**src/rtl/dwqpc_pkg.sv**
```systemverilog
package dwqpc_pkg;

  // Full-scale drive value and the setpoint loaded at reset.
  localparam int unsigned PWM_FULL     = 254;
  localparam int unsigned START_TARGET = 100;

  // Field widths.
  localparam int unsigned PWR_W = 8;   // power field
  localparam int unsigned DIV_W = 16;  // gain divisor
  localparam int unsigned OFF_W = 16;  // turn offset
  localparam int unsigned RMP_W = 8;   // ramp step
  localparam int unsigned CFG_AW = 3;  // config register index
  localparam int unsigned CFG_DW = 16; // config write data

  // Error datapath: wide enough for any count width up to 64 plus headroom.
  localparam int unsigned ERR_W = 66;
  localparam int unsigned SAT_W = 64;

  // Divider: quotient bits and dividend width (mag * PWM_FULL).
  localparam int unsigned QUO_W = $clog2(PWM_FULL + 1);
  localparam int unsigned DVD_W = DIV_W + QUO_W;
  localparam int unsigned STEP_W = (QUO_W > 1) ? $clog2(QUO_W) : 1;
  localparam logic [QUO_W-1:0] PWM_FULL_Q = QUO_W'(PWM_FULL);

  // Config register indexes.
  localparam logic [CFG_AW-1:0] REG_ENABLE   = 3'd0;
  localparam logic [CFG_AW-1:0] REG_DIVISOR  = 3'd1;
  localparam logic [CFG_AW-1:0] REG_RAMP     = 3'd2;
  localparam logic [CFG_AW-1:0] REG_OFFSET   = 3'd3;
  localparam logic [CFG_AW-1:0] REG_L_INVERT = 3'd4;
  localparam logic [CFG_AW-1:0] REG_R_INVERT = 3'd5;

  // Next pattern in the forward direction: 0 -> 1 -> 3 -> 2 -> 0.
  function automatic logic [1:0] quad_next(input logic [1:0] pat);
    logic [1:0] nxt;
    case (pat)
      2'd0:    nxt = 2'd1;
      2'd1:    nxt = 2'd3;
      2'd3:    nxt = 2'd2;
      default: nxt = 2'd0;
    endcase
    return nxt;
  endfunction

  // Count step for one wheel: +1, -1 or hold; double steps hold.
  function automatic logic [1:0] quad_step(input logic [1:0] prev, input logic [1:0] now);
    logic [1:0] stp;
    stp = 2'b00;
    if (quad_next(prev) == now) begin
      stp = 2'b01;
    end else if (quad_next(now) == prev) begin
      stp = 2'b11;
    end
    return stp;
  endfunction

endpackage

```
**src/rtl/dual_wheel_quadrature_p_control.sv**
```systemverilog
// A word without an enabled tick is absorbed without leaving idle and gives no result;
// an enabled tick runs one shared error datapath once per wheel, left then right, each
// followed by an 8-step divider, then hands its result word to the output register.
// No new tick word is taken until that result is handed on, which can wait on m_axis_tready.
// Reset (rst_ni low, async): counts and pin history cleared, setpoint = START_TARGET,
// config registers at their defaults, no result pending.
module dual_wheel_quadrature_p_control #(
  parameter int unsigned COUNT_BITS = 32
) (
  input  logic        clk_i,
  input  logic        rst_ni,
  // Input stream
  input  logic        s_axis_tvalid,
  output logic        s_axis_tready,
  input  logic [7:0]  s_axis_tdata,   // [0] left_a, [1] left_b, [2] right_a, [3] right_b
  input  logic        s_axis_tuser,   // [0] tick
  // Result stream
  output logic        m_axis_tvalid,
  input  logic        m_axis_tready,
  output logic [23:0] m_axis_tdata,   // [0] left_forward, [8:1] left_power,
                                      // [9] right_forward, [17:10] right_power
  // Config write channel
  input  logic        cfg_valid_i,
  output logic        cfg_ready_o,
  input  logic [dwqpc_pkg::CFG_AW-1:0] cfg_addr_i,
  input  logic [dwqpc_pkg::CFG_DW-1:0] cfg_data_i
);

  localparam int unsigned EW = dwqpc_pkg::ERR_W;
  localparam int unsigned QW = dwqpc_pkg::QUO_W;
  localparam int unsigned DW = dwqpc_pkg::DIV_W;
  localparam int unsigned PW = dwqpc_pkg::PWR_W;
  localparam int unsigned NW = dwqpc_pkg::DVD_W;
  localparam int unsigned SW = dwqpc_pkg::STEP_W;

  // Sequencer states
  localparam logic [2:0] ST_IDLE = 3'd0;
  localparam logic [2:0] ST_TGT  = 3'd1; // clamp(target -/+ offset)
  localparam logic [2:0] ST_ERR  = 3'd2; // subtract wheel count
  localparam logic [2:0] ST_MAG  = 3'd3; // |error|, saturation test, scale
  localparam logic [2:0] ST_DIV  = 3'd4; // one quotient bit per cycle
  localparam logic [2:0] ST_OUT  = 3'd5; // hand result to output register

  // ---------------------------------------------------------------------------
  // Config registers (always ready; the host writes only while idle)
  // ---------------------------------------------------------------------------
  logic                enable_q;
  logic [DW-1:0]       divisor_q;
  logic [dwqpc_pkg::RMP_W-1:0] ramp_q;
  logic [dwqpc_pkg::OFF_W-1:0] offset_q;
  logic                l_inv_q, r_inv_q;

  assign cfg_ready_o = 1'b1;

  always_ff @(posedge clk_i or negedge rst_ni) begin
    if (!rst_ni) begin
      enable_q  <= 1'b0;
      divisor_q <= DW'(40);
      ramp_q    <= dwqpc_pkg::RMP_W'(5);
      offset_q  <= '0;
      l_inv_q   <= 1'b1;
      r_inv_q   <= 1'b0;
    end else if (cfg_valid_i) begin
      case (cfg_addr_i)
        dwqpc_pkg::REG_ENABLE:   enable_q  <= cfg_data_i[0];
        dwqpc_pkg::REG_DIVISOR:  divisor_q <= cfg_data_i[DW-1:0];
        dwqpc_pkg::REG_RAMP:     ramp_q    <= cfg_data_i[dwqpc_pkg::RMP_W-1:0];
        dwqpc_pkg::REG_OFFSET:   offset_q  <= cfg_data_i[dwqpc_pkg::OFF_W-1:0];
        dwqpc_pkg::REG_L_INVERT: l_inv_q   <= cfg_data_i[0];
        dwqpc_pkg::REG_R_INVERT: r_inv_q   <= cfg_data_i[0];
        default: ;
      endcase
    end
  end

  // ---------------------------------------------------------------------------
  // Quadrature decode, done in the accept cycle
  // ---------------------------------------------------------------------------
  logic [COUNT_BITS-1:0] l_pos_q, r_pos_q, tgt_q;
  logic [1:0]            l_pat_q, r_pat_q;
  logic [1:0]            l_pat, r_pat, l_stp, r_stp;
  logic                  in_acc, run_tick;

  assign in_acc   = s_axis_tvalid & s_axis_tready;
  assign run_tick = s_axis_tuser & enable_q;

  assign l_pat = s_axis_tdata[1:0] ^ {2{l_inv_q}};
  assign r_pat = s_axis_tdata[3:2] ^ {2{r_inv_q}};
  assign l_stp = dwqpc_pkg::quad_step(l_pat_q, l_pat);
  assign r_stp = dwqpc_pkg::quad_step(r_pat_q, r_pat);

  always_ff @(posedge clk_i or negedge rst_ni) begin
    if (!rst_ni) begin
      l_pos_q <= '0;
      r_pos_q <= '0;
      l_pat_q <= '0;
      r_pat_q <= '0;
      tgt_q   <= COUNT_BITS'(dwqpc_pkg::START_TARGET);
    end else if (in_acc) begin
      l_pat_q <= l_pat;
      r_pat_q <= r_pat;
      l_pos_q <= l_pos_q + {{(COUNT_BITS-1){l_stp[1]}}, l_stp[0]};
      r_pos_q <= r_pos_q + {{(COUNT_BITS-1){r_stp[1]}}, r_stp[0]};
      if (run_tick) begin
        tgt_q <= tgt_q + COUNT_BITS'(ramp_q);
      end
    end
  end

  // ---------------------------------------------------------------------------
  // Sequencer: left wheel, then right wheel, through one shared datapath
  // ---------------------------------------------------------------------------
  logic [2:0]    state_q, state_d;
  logic          wheel_q, wheel_d;      // 0 left, 1 right
  logic [SW-1:0] step_q, step_d;

  logic [dwqpc_pkg::SAT_W-1:0] acc_q, acc_d;  // clamped target -/+ offset
  logic [EW-1:0] err_q, err_d;
  logic [DW-1:0] rem_q, rem_d;
  logic [QW-1:0] lo_q, lo_d;            // dividend low bits, quotient shifts in
  logic          full_q, full_d;
  logic          l_fwd_q, l_fwd_d, r_fwd_q, r_fwd_d;
  logic [PW-1:0] l_pwr_q, l_pwr_d, r_pwr_q, r_pwr_d;

  logic          out_vld_q, out_vld_d;
  logic [23:0]   out_q, out_d;

  // Shared datapath signals
  logic [EW-1:0] tgt_x, off_x, cnt_x, sum_x, mag_x;
  logic [NW-1:0] prod;
  logic [DW:0]   trial, trial_sub;
  logic          ge, big;
  logic [PW-1:0] pwr_now;

  assign tgt_x = {{(EW-COUNT_BITS){tgt_q[COUNT_BITS-1]}}, tgt_q};
  assign off_x = {{(EW-dwqpc_pkg::OFF_W){offset_q[dwqpc_pkg::OFF_W-1]}}, offset_q};
  assign cnt_x = wheel_q ? {{(EW-COUNT_BITS){r_pos_q[COUNT_BITS-1]}}, r_pos_q}
                         : {{(EW-COUNT_BITS){l_pos_q[COUNT_BITS-1]}}, l_pos_q};
  assign sum_x = wheel_q ? (tgt_x + off_x) : (tgt_x - off_x);

  assign mag_x = err_q[EW-1] ? (~err_q + EW'(1)) : err_q;
  assign big   = (divisor_q == '0) ? (mag_x != '0)
                                   : (mag_x >= {{(EW-DW){1'b0}}, divisor_q});
  assign prod  = {{QW{1'b0}}, mag_x[DW-1:0]} * {{DW{1'b0}}, dwqpc_pkg::PWM_FULL_Q};

  assign trial     = {rem_q, lo_q[QW-1]};
  assign trial_sub = trial - {1'b0, divisor_q};
  assign ge        = trial >= {1'b0, divisor_q};

  always_comb begin
    state_d   = state_q;
    wheel_d   = wheel_q;
    step_d    = step_q;
    acc_d     = acc_q;
    err_d     = err_q;
    rem_d     = rem_q;
    lo_d      = lo_q;
    full_d    = full_q;
    l_fwd_d   = l_fwd_q;
    r_fwd_d   = r_fwd_q;
    l_pwr_d   = l_pwr_q;
    r_pwr_d   = r_pwr_q;
    out_vld_d = out_vld_q & ~m_axis_tready;
    out_d     = out_q;
    pwr_now   = '0;

    case (state_q)
      ST_IDLE: begin
        if (in_acc && run_tick) begin
          wheel_d = 1'b0;
          state_d = ST_TGT;
        end
      end
      ST_TGT: begin
        // clamp to the signed 64-bit range
        if (sum_x[EW-1:dwqpc_pkg::SAT_W-1] == '0 || sum_x[EW-1:dwqpc_pkg::SAT_W-1] == '1) begin
          acc_d = sum_x[dwqpc_pkg::SAT_W-1:0];
        end else if (sum_x[EW-1]) begin
          acc_d = {1'b1, {(dwqpc_pkg::SAT_W-1){1'b0}}};
        end else begin
          acc_d = {1'b0, {(dwqpc_pkg::SAT_W-1){1'b1}}};
        end
        state_d = ST_ERR;
      end
      ST_ERR: begin
        err_d = {{(EW-dwqpc_pkg::SAT_W){acc_q[dwqpc_pkg::SAT_W-1]}}, acc_q} - cnt_x;
        state_d = ST_MAG;
      end
      ST_MAG: begin
        if (wheel_q) begin
          r_fwd_d = ~err_q[EW-1] & (err_q != '0);
        end else begin
          l_fwd_d = ~err_q[EW-1] & (err_q != '0);
        end
        full_d  = big;
        rem_d   = prod[NW-1:QW];
        lo_d    = prod[QW-1:0];
        step_d  = '0;
        state_d = ST_DIV;
      end
      ST_DIV: begin
        rem_d = ge ? trial_sub[DW-1:0] : trial[DW-1:0];
        lo_d  = {lo_q[QW-2:0], ge};
        step_d = step_q + SW'(1);
        if (step_q == SW'(QW - 1)) begin
          // zero divisor and zero error: divider output is meaningless, power is 0
          if (full_q) begin
            pwr_now = PW'(dwqpc_pkg::PWM_FULL);
          end else if (divisor_q == '0) begin
            pwr_now = '0;
          end else begin
            pwr_now = PW'(lo_d);
          end
          if (wheel_q) begin
            r_pwr_d = pwr_now;
            state_d = ST_OUT;
          end else begin
            l_pwr_d = pwr_now;
            wheel_d = 1'b1;
            state_d = ST_TGT;
          end
        end
      end
      ST_OUT: begin
        // wait for the previous result word to drain
        if (!out_vld_q || m_axis_tready) begin
          out_vld_d = 1'b1;
          out_d     = {6'd0, r_pwr_q, r_fwd_q, l_pwr_q, l_fwd_q};
          state_d   = ST_IDLE;
        end
      end
      default: state_d = ST_IDLE;
    endcase
  end

  always_ff @(posedge clk_i or negedge rst_ni) begin
    if (!rst_ni) begin
      state_q   <= ST_IDLE;
      wheel_q   <= 1'b0;
      step_q    <= '0;
      out_vld_q <= 1'b0;
    end else begin
      state_q   <= state_d;
      wheel_q   <= wheel_d;
      step_q    <= step_d;
      out_vld_q <= out_vld_d;
    end
  end

  // payload registers
  always_ff @(posedge clk_i) begin
    acc_q   <= acc_d;
    err_q   <= err_d;
    rem_q   <= rem_d;
    lo_q    <= lo_d;
    full_q  <= full_d;
    l_fwd_q <= l_fwd_d;
    r_fwd_q <= r_fwd_d;
    l_pwr_q <= l_pwr_d;
    r_pwr_q <= r_pwr_d;
    out_q   <= out_d;
  end

  assign s_axis_tready = (state_q == ST_IDLE);
  assign m_axis_tvalid = out_vld_q;
  assign m_axis_tdata  = out_q;

endmodule
```
**config.mk**
```make
export PLATFORM = sky130hd
export DESIGN_NAME = dual_wheel_quadrature_p_control
export DESIGN_NICKNAME = d
export VERILOG_FILES = /design/src/rtl/dwqpc_pkg.sv /design/src/rtl/dual_wheel_quadrature_p_control.sv
export SDC_FILE = /design/constraint.sdc
export NUM_CORES = 1
export LEC_CHECK = 0
export BUFFER_PORTS_ARGS = -buffer_cell sky130_fd_sc_hd__buf_2
export CAP_MARGIN = 20
export CORE_MARGIN = 1.5
export CORE_UTILIZATION = 30
export CTS_BUF_LIST = sky130_fd_sc_hd__clkbuf_8
export CTS_CLUSTER_SIZE = 24
export DETAILED_ROUTE_END_ITERATION = 16
export PLACE_DENSITY = 0.53
export SYNTH_ARGS = -nofsm -noshare
export SYNTH_HDL_FRONTEND = slang
export SYNTH_SLANG_ARGS = --single-unit
```
**constraint.sdc**
```tcl
create_clock -name clk_i -period 16.4 [get_ports clk_i]
set_clock_uncertainty 0.1 [all_clocks]
set_input_delay 2.46 -clock clk_i [delete_from_list [all_inputs] [get_ports clk_i]]
set_output_delay 2.46 -clock clk_i [all_outputs]
set_load 0.1 [all_outputs]
```
# --- Word level (Yosys, flattened, before mapping) ---
# Cells that the tools add are included.
word_totals:
  inputBits: 33
  regBits: 342
op_classes:
  muxes: 32
  mul: 1
  n_reduce_logical: 30
  add_sub_neg: 9
  magnitude_cmp: 2
  bitwise_logic: 10
  n_eq_ne: 27
ops:
  columns: ["cell", "count"]
  rows:
  - ["two-way mux 66 bit", 3]
  - ["nonzero test 66 bit", 2]
  - ["two-way mux 64 bit", 2]
  - ["adder 66 x 1 -> 66 bit, second input constant", 1]
  - ["greater-or-equal comparator 66 x 16 -> 1 bit", 1]
  - ["NOT 66 bit", 1]
  - ["subtractor 66 bit", 1]
  - ["adder 32 bit", 2]
  - ["adder 32 x 16 -> 33 bit", 1]
  - ["subtractor 32 x 16 -> 33 bit", 1]
  - ["adder 32 x 8 -> 32 bit", 1]
  - ["case mux 16 bit (2 select lines)", 1]
  - ["case mux 2 bit (3 select lines)", 4]
  - ["multiplier 16 x 7 -> 23 bit, second input constant", 1]
  - ["AND reduction 2 bit", 10]
  - ["== test 3 bit, second input constant", 6]
  - ["case mux 3 bit (6 select lines)", 1]
  - ["greater-or-equal comparator 17 x 16 -> 1 bit", 1]
  - ["logical NOT 16 bit", 1]
  - ["two-way mux 16 bit", 1]
  - ["two-way mux 8 bit", 2]
  - ["case mux 8 bit (2 select lines)", 1]
  - ["subtractor 16 bit", 1]
  - ["== test 3 x 2 -> 1 bit, second input constant", 4]
  - ["other kinds (22)", 61]

# --- Logic depth before layout (Yosys ltp) ---
# Gate-level depths: netlist of run 1.
depth:
  word_depth: 8
  depth_mapped: 25
  mapped_depth_nobuf: 25

# --- Worst setup path after synthesis of run 1 ---
# Ideal clock, no wire load.
synth_timing:
  path_kind: "input to register"
  startpoint: "input s_axis_tdata[0]"
  endpoint: "register l_pos_q[28]"
  path_buffers: 0
  setup_slack_ns: 8.785
  arrival_ns: 7.382
  cell_stages: 14
  required_time_ns: 16.167
  setup_time_ns: 0.133
  cell_sequence: "xor2_1 -> or2_2 -> o21ai_0 -> ha_1 -> nor2b_1 -> o31a_1 -> a21oi_1 -> a31oi_1 -> o211ai_1 -> o21ai_0 -> a21boi_0 -> mux2i_1 -> xor2_1 -> o21ai_0"
synth_via:
  elab_chain_len: 8
  elab_cells_between_ends: 11
  classes_between: "add/sub (1); eq/ne (4); mux (4); bitwise (1); reduce/logical (1)"
synth_rtl:
  columns: ["element", "line", "source"]
  rows:
  - ["start: declaration", "dual_wheel_quadrature_p_control.sv:15", "input logic [7:0] s_axis_tdata,"]
  - ["bitwise XOR 2 bit (*)", "dual_wheel_quadrature_p_control.sv:87", "assign l_pat = s_axis_tdata[1:0] ^ {2{l_inv_q}};"]
  - ["== test 2 bit, or another cell as far along", "dwqpc_pkg.sv:36", "case (pat)"]
  - ["case mux 2 bit (3 select lines)", "dwqpc_pkg.sv:36", null]
  - ["two-way mux 2 bit", "dwqpc_pkg.sv:49", "if (quad_next(prev) == now) begin"]
  - ["== test 2 bit", "dwqpc_pkg.sv:51", "end else if (quad_next(now) == prev) begin"]
  - ["two-way mux 2 bit", "dwqpc_pkg.sv:51", null]
  - ["two-way mux 2 bit (*)", "dwqpc_pkg.sv:49", null]
  - ["adder 32 bit (*)", "dual_wheel_quadrature_p_control.sv:102", "l_pos_q <= l_pos_q + {{(COUNT_BITS-1){l_stp[1]}}, l_stp[0]};"]
  - ["end signal: assignment", "dual_wheel_quadrature_p_control.sv:102", null]
  - ["end: declaration", "dual_wheel_quadrature_p_control.sv:79", "logic [COUNT_BITS-1:0] l_pos_q, r_pos_q, tgt_q;"]
# Mark *: on every way between the ends. The rest lies on a longest branch, timed or not. The select of a mux whose other input is x is not followed.
# A chain may end at the register's enable or synchronous reset.

# --- Final worst setup path of run 1 ---
layout_timing:
  startpoint: "register err_q[0]"
  endpoint: "register rem_q[15], data pin"
layout_via:
  elab_chain_len: 5
layout_rtl:
  columns: ["element", "line", "source"]
  rows:
  - ["start: declaration", "dual_wheel_quadrature_p_control.sv:118", "logic [EW-1:0] err_q, err_d;"]
  - ["start signal: assignment", "dual_wheel_quadrature_p_control.sv:253", "err_q <= err_d;"]
  - ["NOT 66 bit", "dual_wheel_quadrature_p_control.sv:141", "assign mag_x = err_q[EW-1] ? (~err_q + EW'(1)) : err_q;"]
  - ["adder 66 x 1 -> 66 bit", "dual_wheel_quadrature_p_control.sv:141", null]
  - ["two-way mux 66 bit (*)", "dual_wheel_quadrature_p_control.sv:141", null]
  - ["multiplier 16 x 7 -> 23 bit (*)", "dual_wheel_quadrature_p_control.sv:144", "assign prod = {{QW{1'b0}}, mag_x[DW-1:0]} * {{DW{1'b0}}, dwqpc_pkg::PWM_FULL_Q};"]
  - ["case mux 16 bit (2 select lines) (*)", "dual_wheel_quadrature_p_control.sv:167", "case (state_q)"]
  - ["net rem_d[15]", "dual_wheel_quadrature_p_control.sv:119", "logic [DW-1:0] rem_q, rem_d;"]
  - ["end signal: assignment", "dual_wheel_quadrature_p_control.sv:254", "rem_q <= rem_d;"]
  - ["end: declaration", "dual_wheel_quadrature_p_control.sv:119", null]
# Mark *: on every way through the listed nets, which the timed path passes. The rest lies on a longest branch.

==> results.env, run 1 <==
FLOORPLAN.DIE_AREA_MM2=0.08305
SETUP_REPAIR_AFTER_GLOBAL_ROUTING_MISSED_ITS_MARGIN='no'
CP-END-KIND='flop'
CTS_BUFFERS=60
CHIPWIDTH_UM=288.2
XOR_XNOR_PORTION_OF_THE_SYNTHESIZED_CELL_AREA_PCT=7.466
YS_SEQ_ELEMENTS=311
CTS.HOLD.BUFFERS_ADDED=0
DRTITER0DRC=1231
VIAS=18990
COMPLEX_GATE_FRACTION_OF_THE_SYNTHESIZED_AREA_PCT=17.76
ROUTED_WL_UM=63760
SYNTH_TOP_AREA_SHARE_PCT=19.69
POST_CTS.REPAIR.SETUP_BUFFERS=0
PIN_COUNT=60
GLOBAL_ROUTE.PEAK_USAGE_LAYER='met2'
CP-START-KIND='flop'
FIN_SETUP_TNS_NS=0
GRTUSAGEMET3_PCT=2.283
WL_PER_CELL_UM=16.83
STATUS='complete, no violations'
DOMINANT_COMBINATIONAL_CELL_FAMILY_BY_AREA_AFTER_SYNTHESIS='compound AO/OA/AOI/OAI gates'
LAYOUT_WORST_PATH_CYCLE_SHARE_PCT=44.45
SHARE_OF_LAYOUT_CELLS_ABOVE_DRIVE_STRENGTH_1_PCT=9.428
SYNTH-WARNING-COUNT=0
START_UTIL_PCT=30.29
FIRST_PASS_DRT_ITERATIONS=5
SYNTH_ENABLE_FLOP_CELLS=160
CELL_CHOSEN_FOR_THE_CLOCK_ROOT='sky130_fd_sc_hd__clkbuf_8'
REPORT.FINAL.SETUP_VIOL=0
GRT_OVERFLOW=0
NUMPORTBUFFERS=48
YOSYS-MUX-AREA-FRACTION_PCT=3.113
GRT_ANTENNA_BEFORE_REPAIR=1
REPORT.FINAL.HOLD_VIOL_COUNT=0
SYNTHESIS.AREA_PER_INSTANCE_UM2=9.338
CLKTRANSATPATHREGS_NS=0.06
GRTUSAGETOTAL_PCT=15.44
GRTUSAGEMET1_PCT=21.04
SLEW_VIOL_FINAL=0
GRT_PASS1_VIAS=18470
SEQUENTIAL_CELL_AREA_FRACTION_IN_THE_YOSYS_REPORT_PCT=35.22
SYNTHESIS.AREA_MM2=0.02440
FMAXACHIEVABLE_MHz=137.2
ROW_COUNT=104
SYNTH_ADDER_AREA_SHARE_PCT=16.05
HPWLAFTERDP_UM=48480
MOSTFREQUENTLAYOUTCELLS='231 x sky130_fd_sc_hd__nand2_1, 221 x sky130_fd_sc_hd__ha_1, 206 x sky130_fd_sc_hd__o21ai_0'
PLACE_CONGESTION=0.8616
SHARE_OF_SYNTHESIZED_CELL_AREA_IN_AND_OR_NAND_AND_NOR_GATES_PCT=16.20
CLOCK_PATH_BUFFERS=3
SYNTH_TOP_AREA_CELL='sky130_fd_sc_hd__edfxtp_1'
NETS=2984
CRITICAL_PATH_REQUIRED_NS=16.72
TIGHTEST_SLEW_NS=0.9877
POSTSYNTH.TOPFLOPCELL='sky130_fd_sc_hd__edfxtp_1'
TRITONCTS='built'
YS_TOP_CELLS_BY_AREA='sky130_fd_sc_hd__edfxtp_1 20%, sky130_fd_sc_hd__dfrtp_1 15%, sky130_fd_sc_hd__ha_1 11%'
POSTSYNTH.ASYNCRESETSHARE_PCT=48.55
FP.DIEH_UM=288.2
CLKLATENCYLATEPIN_NS=0.68
USE_MET2_PCT=25.12
FINAL_PERIOD_MINUS_WORST_SETUP_SLACK_NS=7.289
CLOCK_SINK_COUNT=311
VIAS_PER_CELL=5.013
GLOBAL_ROUTE_WIRE_LENGTH_BEFORE_REPAIR_UM=102100
MIN_PATH_TYPE='reg -> reg'
POST_CTS_RESIZED=0
ANTENNA_VIOLATING_NETS_POST_ROUTE=0
SYNTH.LIB_CELLS_USED.DISTINCT=85
AREA_GROWTH_FROM_SYNTHESIS_TO_FINAL_LAYOUT_PCT=12.11
CRITICAL_PATH_PEAK_FANOUT=7
MOST_FREQUENT_STANDARD_CELL_IN_THE_LAYOUT_EXCLUDING_FILL_AND_TAP_CELLS='sky130_fd_sc_hd__nand2_1'
SLEW-LIMIT-HEADROOM_PCT=34.08
CP_DATA_ARRIVAL_TIME_NS=7.61
CORE_AREA_MM2=0.08055
MAX_CAP_VIOLATIONS=0
FINAL.FILL_COUNT=8314
CRITICAL_PATH_CLASS='reg -> reg'
GRT_START_MAX_NET_PINS=75
DRCVIOLATIONCOUNT=0
NUMBER_OF_INSTANCES_IN_THE_SYNTHESIZED_NETLIST=2613
HTREE_LEVELS=2
-- through the flow --
stage,hold slack (ns),cell area [um^2],worst slack (ns),std cells,utilization [%]
2_1_floorplan,0.3003,24420,8.785,2618,-
3_3_place_gp,0.3026,25870,9.083,3671,32.11
3_5_place_dp,0.3045,25870,9.076,3671,32.11
4_1_cts,0.3196,27340,9.079,3785,33.94
5_1_grt,0.3214,27350,8.622,3788,33.96
6_report,0.3172,27350,9.111,3788,33.96
-- routing by layer --
| layer | part of all wire (%) | wire [um] |
|---|---|---|
| met4 | 2.9 | 1875 |
| met3 | 4.1 | 2597 |
| met1 | 48 | 30540 |
| met5 | 0 | 0 |
| met2 | 45 | 28750 |
-- registers in the layout, indices dropped and copies added, names as in the netlist, 8 cells and up --
| name | cells |
|---|---|
| ramp_q | 8 |
| offset_q | 16 |
| r_pos_q | 32 |
| tgt_q | 32 |
| acc_q | 33 |
| rem_q | 16 |
| l_pos_q | 32 |
| l_pwr_q | 8 |
| m_axis_tdata | 18 |
| err_q | 66 |
| divisor_q | 16 |
| r_pwr_q | 8 |
| lo_q | 8 |
-- critical path, cell delays in order (launching register included) --
cell                       delay [ns]
sky130_fd_sc_hd__edfxtp_1        0.54
sky130_fd_sc_hd__inv_1           0.22
sky130_fd_sc_hd__ha_1            0.20
sky130_fd_sc_hd__nor4b_1         0.40
sky130_fd_sc_hd__nand3b_1        0.22
sky130_fd_sc_hd__o31ai_1         0.29
sky130_fd_sc_hd__xor2_1          0.69
sky130_fd_sc_hd__inv_1           0.30
sky130_fd_sc_hd__ha_1            0.42
sky130_fd_sc_hd__fa_1            0.54
sky130_fd_sc_hd__inv_1           0.05
sky130_fd_sc_hd__fa_1            0.48
sky130_fd_sc_hd__fa_1            0.51
sky130_fd_sc_hd__inv_1           0.04
sky130_fd_sc_hd__ha_1            0.34
sky130_fd_sc_hd__a21oi_1         0.25
sky130_fd_sc_hd__nor2_1          0.08
sky130_fd_sc_hd__a221oi_1        0.31
sky130_fd_sc_hd__a21oi_1         0.23
sky130_fd_sc_hd__a211o_1         0.32
sky130_fd_sc_hd__a31oi_1         0.25
sky130_fd_sc_hd__xnor2_1         0.17
sky130_fd_sc_hd__o21ai_0         0.09
-- final cells by class --
| type | instances | area, um^2 | area share [%] |
|---|---|---|---|
| Multi-Input combinational cell | 2048 | 14850 | 54.29 |
| Sequential cell | 311 | 8594 | 31.42 |
| Tap cell | 1060 | 1326 | 4.849 |
| Clock buffer | 70 | 963.4 | 3.522 |
| Inverter | 182 | 683.2 | 2.497 |
| Clock inverter | 44 | 508.0 | 1.857 |
| Timing Repair Buffer | 71 | 422.9 | 1.546 |
| Antenna cell | 2 | 5.005 | 0.01830 |
-- cells in the mapped netlist (9+ instances only) --
cell type and count:
sky130_fd_sc_hd__o2111ai_1 9, sky130_fd_sc_hd__ha_1 221, sky130_fd_sc_hd__nand2_1 232, sky130_fd_sc_hd__mux2_2 31, sky130_fd_sc_hd__dfrtp_1 143, sky130_fd_sc_hd__a211oi_1 30
sky130_fd_sc_hd__mux2i_1 41, sky130_fd_sc_hd__nor3_1 63, sky130_fd_sc_hd__nand3_1 63, sky130_fd_sc_hd__or2_2 17, sky130_fd_sc_hd__or3_1 20, sky130_fd_sc_hd__or4_1 11
sky130_fd_sc_hd__inv_1 181, sky130_fd_sc_hd__a21boi_0 16, sky130_fd_sc_hd__and3_1 26, sky130_fd_sc_hd__nor4_1 35, sky130_fd_sc_hd__nor2_1 169, sky130_fd_sc_hd__o21ai_0 207
sky130_fd_sc_hd__o31ai_1 19, sky130_fd_sc_hd__fa_1 56, sky130_fd_sc_hd__a21oi_1 169, sky130_fd_sc_hd__o21a_1 19, sky130_fd_sc_hd__o2bb2ai_1 15, sky130_fd_sc_hd__clkbuf_1 60
sky130_fd_sc_hd__o211ai_1 14, sky130_fd_sc_hd__nor3b_1 14, sky130_fd_sc_hd__xnor2_1 120, sky130_fd_sc_hd__nand2b_1 37, sky130_fd_sc_hd__nor2b_1 19, sky130_fd_sc_hd__edfxtp_1 160
sky130_fd_sc_hd__a31oi_1 28, sky130_fd_sc_hd__nand4_1 25, sky130_fd_sc_hd__nand3b_1 10, sky130_fd_sc_hd__o41ai_1 9, sky130_fd_sc_hd__a21o_1 66, sky130_fd_sc_hd__and2_1 16
sky130_fd_sc_hd__xor2_1 88, sky130_fd_sc_hd__o21bai_1 22
-- worst paths after layout --
check,start,end,slack (ns),cells past startpoint
setup / recovery,err_q[0],rem_q[15],9.11,22
hold / removal,r_pwr_q[1],m_axis_tdata[11],0.32,0
setup reg to reg,err_q[0],rem_q[15],9.11,22
hold reg to reg,r_pwr_q[1],m_axis_tdata[11],0.32,0
max in group asynchronous,rst_ni,offset_q[7],13.39,2
min in group asynchronous,rst_ni,l_pat_q[0],1.63,1
-- kinds of logic (layout without fill, tap and decap cells) --
| logic type | after synthesis | after routing |
|---|---|---|
| xor gates and xnor gates | 208 | 208 |
| adders and majority gates | 280 | 280 |
| other | 2 | 9 |
| and+or+nand+nor | 791 | 791 |
| muxes | 72 | 72 |
| DFF | 311 | 311 |
| AOI/OAI and AO/OA | 690 | 690 |
| buffers and inverters | 259 | 367 |
Power of run 1 is left out: the tool's default activity adds up to more than one toggle a clock period on the data nets, which glitch-free logic cannot reach.
==> run 2, diff against run 1 <==
--- a/config.mk
+++ b/config.mk
@@ -12,7 +12,7 @@
 export CTS_BUF_LIST = sky130_fd_sc_hd__clkbuf_8
 export CTS_CLUSTER_SIZE = 24
 export DETAILED_ROUTE_END_ITERATION = 16
-export PLACE_DENSITY = 0.53
+export PLACE_DENSITY = 0.55
 export SYNTH_ARGS = -nofsm -noshare
 export SYNTH_HDL_FRONTEND = slang
 export SYNTH_SLANG_ARGS = --single-unit
==> constraint.sdc (replaced) <==
create_clock -name clk_i -period 5.9 [get_ports clk_i]
set_clock_uncertainty 0.1 [all_clocks]
set_input_delay 0.885 -clock clk_i [delete_from_list [all_inputs] [get_ports clk_i]]
set_output_delay 0.885 -clock clk_i [all_outputs]
set_load 0.1 [all_outputs]
==> run 2 against run 1 <==
The run now ends with negative setup slack left. Via count increased by 2.0%. Flip-flop and latch count unchanged. Global-route usage fell by 0.54 points. Final cell count is 2.3% higher. Non-clock buffer count up 101. Die area unchanged. Critical path depth increased by 2. Worst hold slack worse by 0.19 ns. Critical path type unchanged. Highest routed layer unchanged.
==> results.env, run 2 (synthesis results as in run 1) <==
ROUTED_WL_UM=63090
CLKLATENCYLATEPIN_NS=0.68
LAYOUT.AREA.SEQ_MM2=0.008594
GRT_START_MAX_NET_PINS=71
CLKTRANSATPATHREGS_NS=0.09
PIN_COUNT=60
TRITONCTS='built'
DRTITER0DRC=1077
MOST_FREQUENT_STANDARD_CELL_IN_THE_LAYOUT_EXCLUDING_FILL_AND_TAP_CELLS='sky130_fd_sc_hd__nand2_1'
CTS.HOLD.BUFFERS_ADDED=0
FMAXACHIEVABLE_MHz=169.2
FIRST_PASS_DRT_ITERATIONS=5
MAX_CAP_VIOLATIONS=0
LAYOUT_WORST_PATH_CYCLE_SHARE_PCT=100.2
MOSTFREQUENTLAYOUTCELLS='229 x sky130_fd_sc_hd__nand2_1, 214 x sky130_fd_sc_hd__ha_1, 195 x sky130_fd_sc_hd__o21ai_0'
REPORT.FINAL.SETUP_VIOL=1
SLEW_VIOL_FINAL=0
WL_PER_CELL_UM=16.28
WORST_PATH_DOMINANT_CELL_FAMILY='adder cells'
TOP_REGS='err_q (66), acc_q (33)'
MULTI_INPUT_AREA_MM2=0.01520
FP.DIEH_UM=288.2
FAILED_CHECKS='negative setup slack'
FIN_SETUP_TNS_NS=-0.01179
LAYOUT.CELLS.NON_FILLER=3876
HTREE_LEVELS=2
CRITICAL_PATH_REQUIRED_NS=6.16
CP_CELL_SEQUENCE='or3_4 > buf_6 > or2_4 > o21ai_4 > xor2_2 > buf_4 > xnor2_4 > ha_4 > buf_4 > fa_1 > inv_1 > fa_1 > fa_1 > inv_1 > ha_4 > a21oi_4 > nor2b_1 > nor2_1 > o21ai_2 > o31a_1 > a211o_1 > a21oi_2 > xor2_1 > a21oi_1'
PLACE.DETAILED.INSTANCES=3751
GLOBAL_ROUTE_WIRE_LENGTH_BEFORE_REPAIR_UM=99790
MIN_PATH_TYPE='in -> async'
GRT_OVERFLOW=0
DRCVIOLATIONCOUNT=0
MAX_FLOP_REGISTER='err_q'
CP_DATA_ARRIVAL_TIME_NS=6.18
CPMOSTUSEDCELL='sky130_fd_sc_hd__fa_1'
STATUS='complete, but fails checks'
CRITICAL_PATH_CLASS='reg -> reg'
CHIPWIDTH_UM=288.2
PLACE_CONGESTION=0.8987
CTS_BUFFERS=55
CLOCK_PATH_BUFFERS=3
CPMAXSTAGEDELAYCELL='sky130_fd_sc_hd__fa_1'
CORE_AREA_MM2=0.08055
WORST-PATH-BUF-INV=5
CP-START-KIND='flop'
FINAL.FILL_COUNT=8233
NETS=3080
FINAL_PERIOD_MINUS_WORST_SETUP_SLACK_NS=5.912
CP-END-KIND='flop'
SHARE_OF_LAYOUT_CELLS_ABOVE_DRIVE_STRENGTH_1_PCT=14.10
AREA_GROWTH_FROM_SYNTHESIS_TO_FINAL_LAYOUT_PCT=15.68
FINAL_UTIL_PCT=35.04
SLEW-LIMIT-HEADROOM_PCT=31.59
START_UTIL_PCT=30.29
ANTENNA_VIOLATING_NETS_POST_ROUTE=0
CLOCK_SINK_COUNT=311
CRITPATHMAXSTAGEDELAY_NS=0.52
SETUP_WS_NS=-0.01179
VIAS=19380
GRT_ANTENNA_BEFORE_REPAIR=1
SETUP_REPAIR_AFTER_GLOBAL_ROUTING_MISSED_ITS_MARGIN='yes'
TIGHTEST_SLEW_NS=1.026
CRITICAL_PATH_PEAK_FANOUT=4
ROW_COUNT=104
NUMPORTBUFFERS=48
CELL_CHOSEN_FOR_THE_CLOCK_ROOT='sky130_fd_sc_hd__clkbuf_8'
FLOORPLAN.DIE_AREA_MM2=0.08305
GRT_PASS1_VIAS=18600
VIAS_PER_CELL=4.999
HPWLAFTERDP_UM=48360
LARGEST_REG_FLOPS=66
GRTUSAGETOTAL_PCT=14.90
REPORT.FINAL.HOLD_VIOL_COUNT=0
==> run 2: path summary, 6_finish.rpt <==
path / startpoint / depth (start not counted) / slack [ns] / to
worst min register to register: r_pwr_q[3] / 0 / 0.31 / m_axis_tdata[13]
max in group asynchronous: rst_ni / 2 / 4.46 / l_pos_q[21]
worst min-delay path: rst_ni / 1 / 0.13 / l_pos_q[1]
worst max-delay path: err_q[4] / 24 / -0.01 / rem_q[12]
worst max register to register: err_q[4] / 24 / -0.01 / rem_q[12]
min in group clk_i: r_pwr_q[3] / 0 / 0.31 / m_axis_tdata[13]
==> run 2: per-layer routing <==
| layer | GRT usage, % | up-vias | share of wire, % |
|---|---|---|---|
| li1 | - | 9798 | - |
| met1 | 20.64 | 9176 | 48 |
| met2 | 24.27 | 314 | 46 |
| met3 | 1.959 | 88 | 3.6 |
| met4 | 4.241 | 0 | 2.2 |
| met5 | 0 | - | 0 |
==> run 2: timing repair <==
item                                    in CTS  in global routing
resized for setup                           19                 35
setup buffers                                8                 14
pin swaps                                   24                 36
endpoints found under the setup margin       6                 10
==> run 2: final cells by class <==
class / count / area share (%)
Multi-Input combinational cell: 2048 / 53.84
Tap cell: 1060 / 4.699
Inverter: 182 / 2.420
Clock buffer: 66 / 3.218
Antenna cell: 1 / 0.008866
Sequential cell: 311 / 30.45
Timing Repair Buffer: 172 / 4.295
Clock inverter: 36 / 1.068
==> run 2: per-stage QoR <==
stage	setup WS, ns	hold slack, ns	area, um^2
floorplan	-0.03474	0.3003	24540
global placement	-0.07885	0.3021	26570
detailed placement	-0.1305	0.3045	26570
CTS	0.006852	0.1097	27970
global route	-0.2700	0.1567	28230
finish	-0.01179	0.1252	28230
Power of run 2 is left out for the same reason.
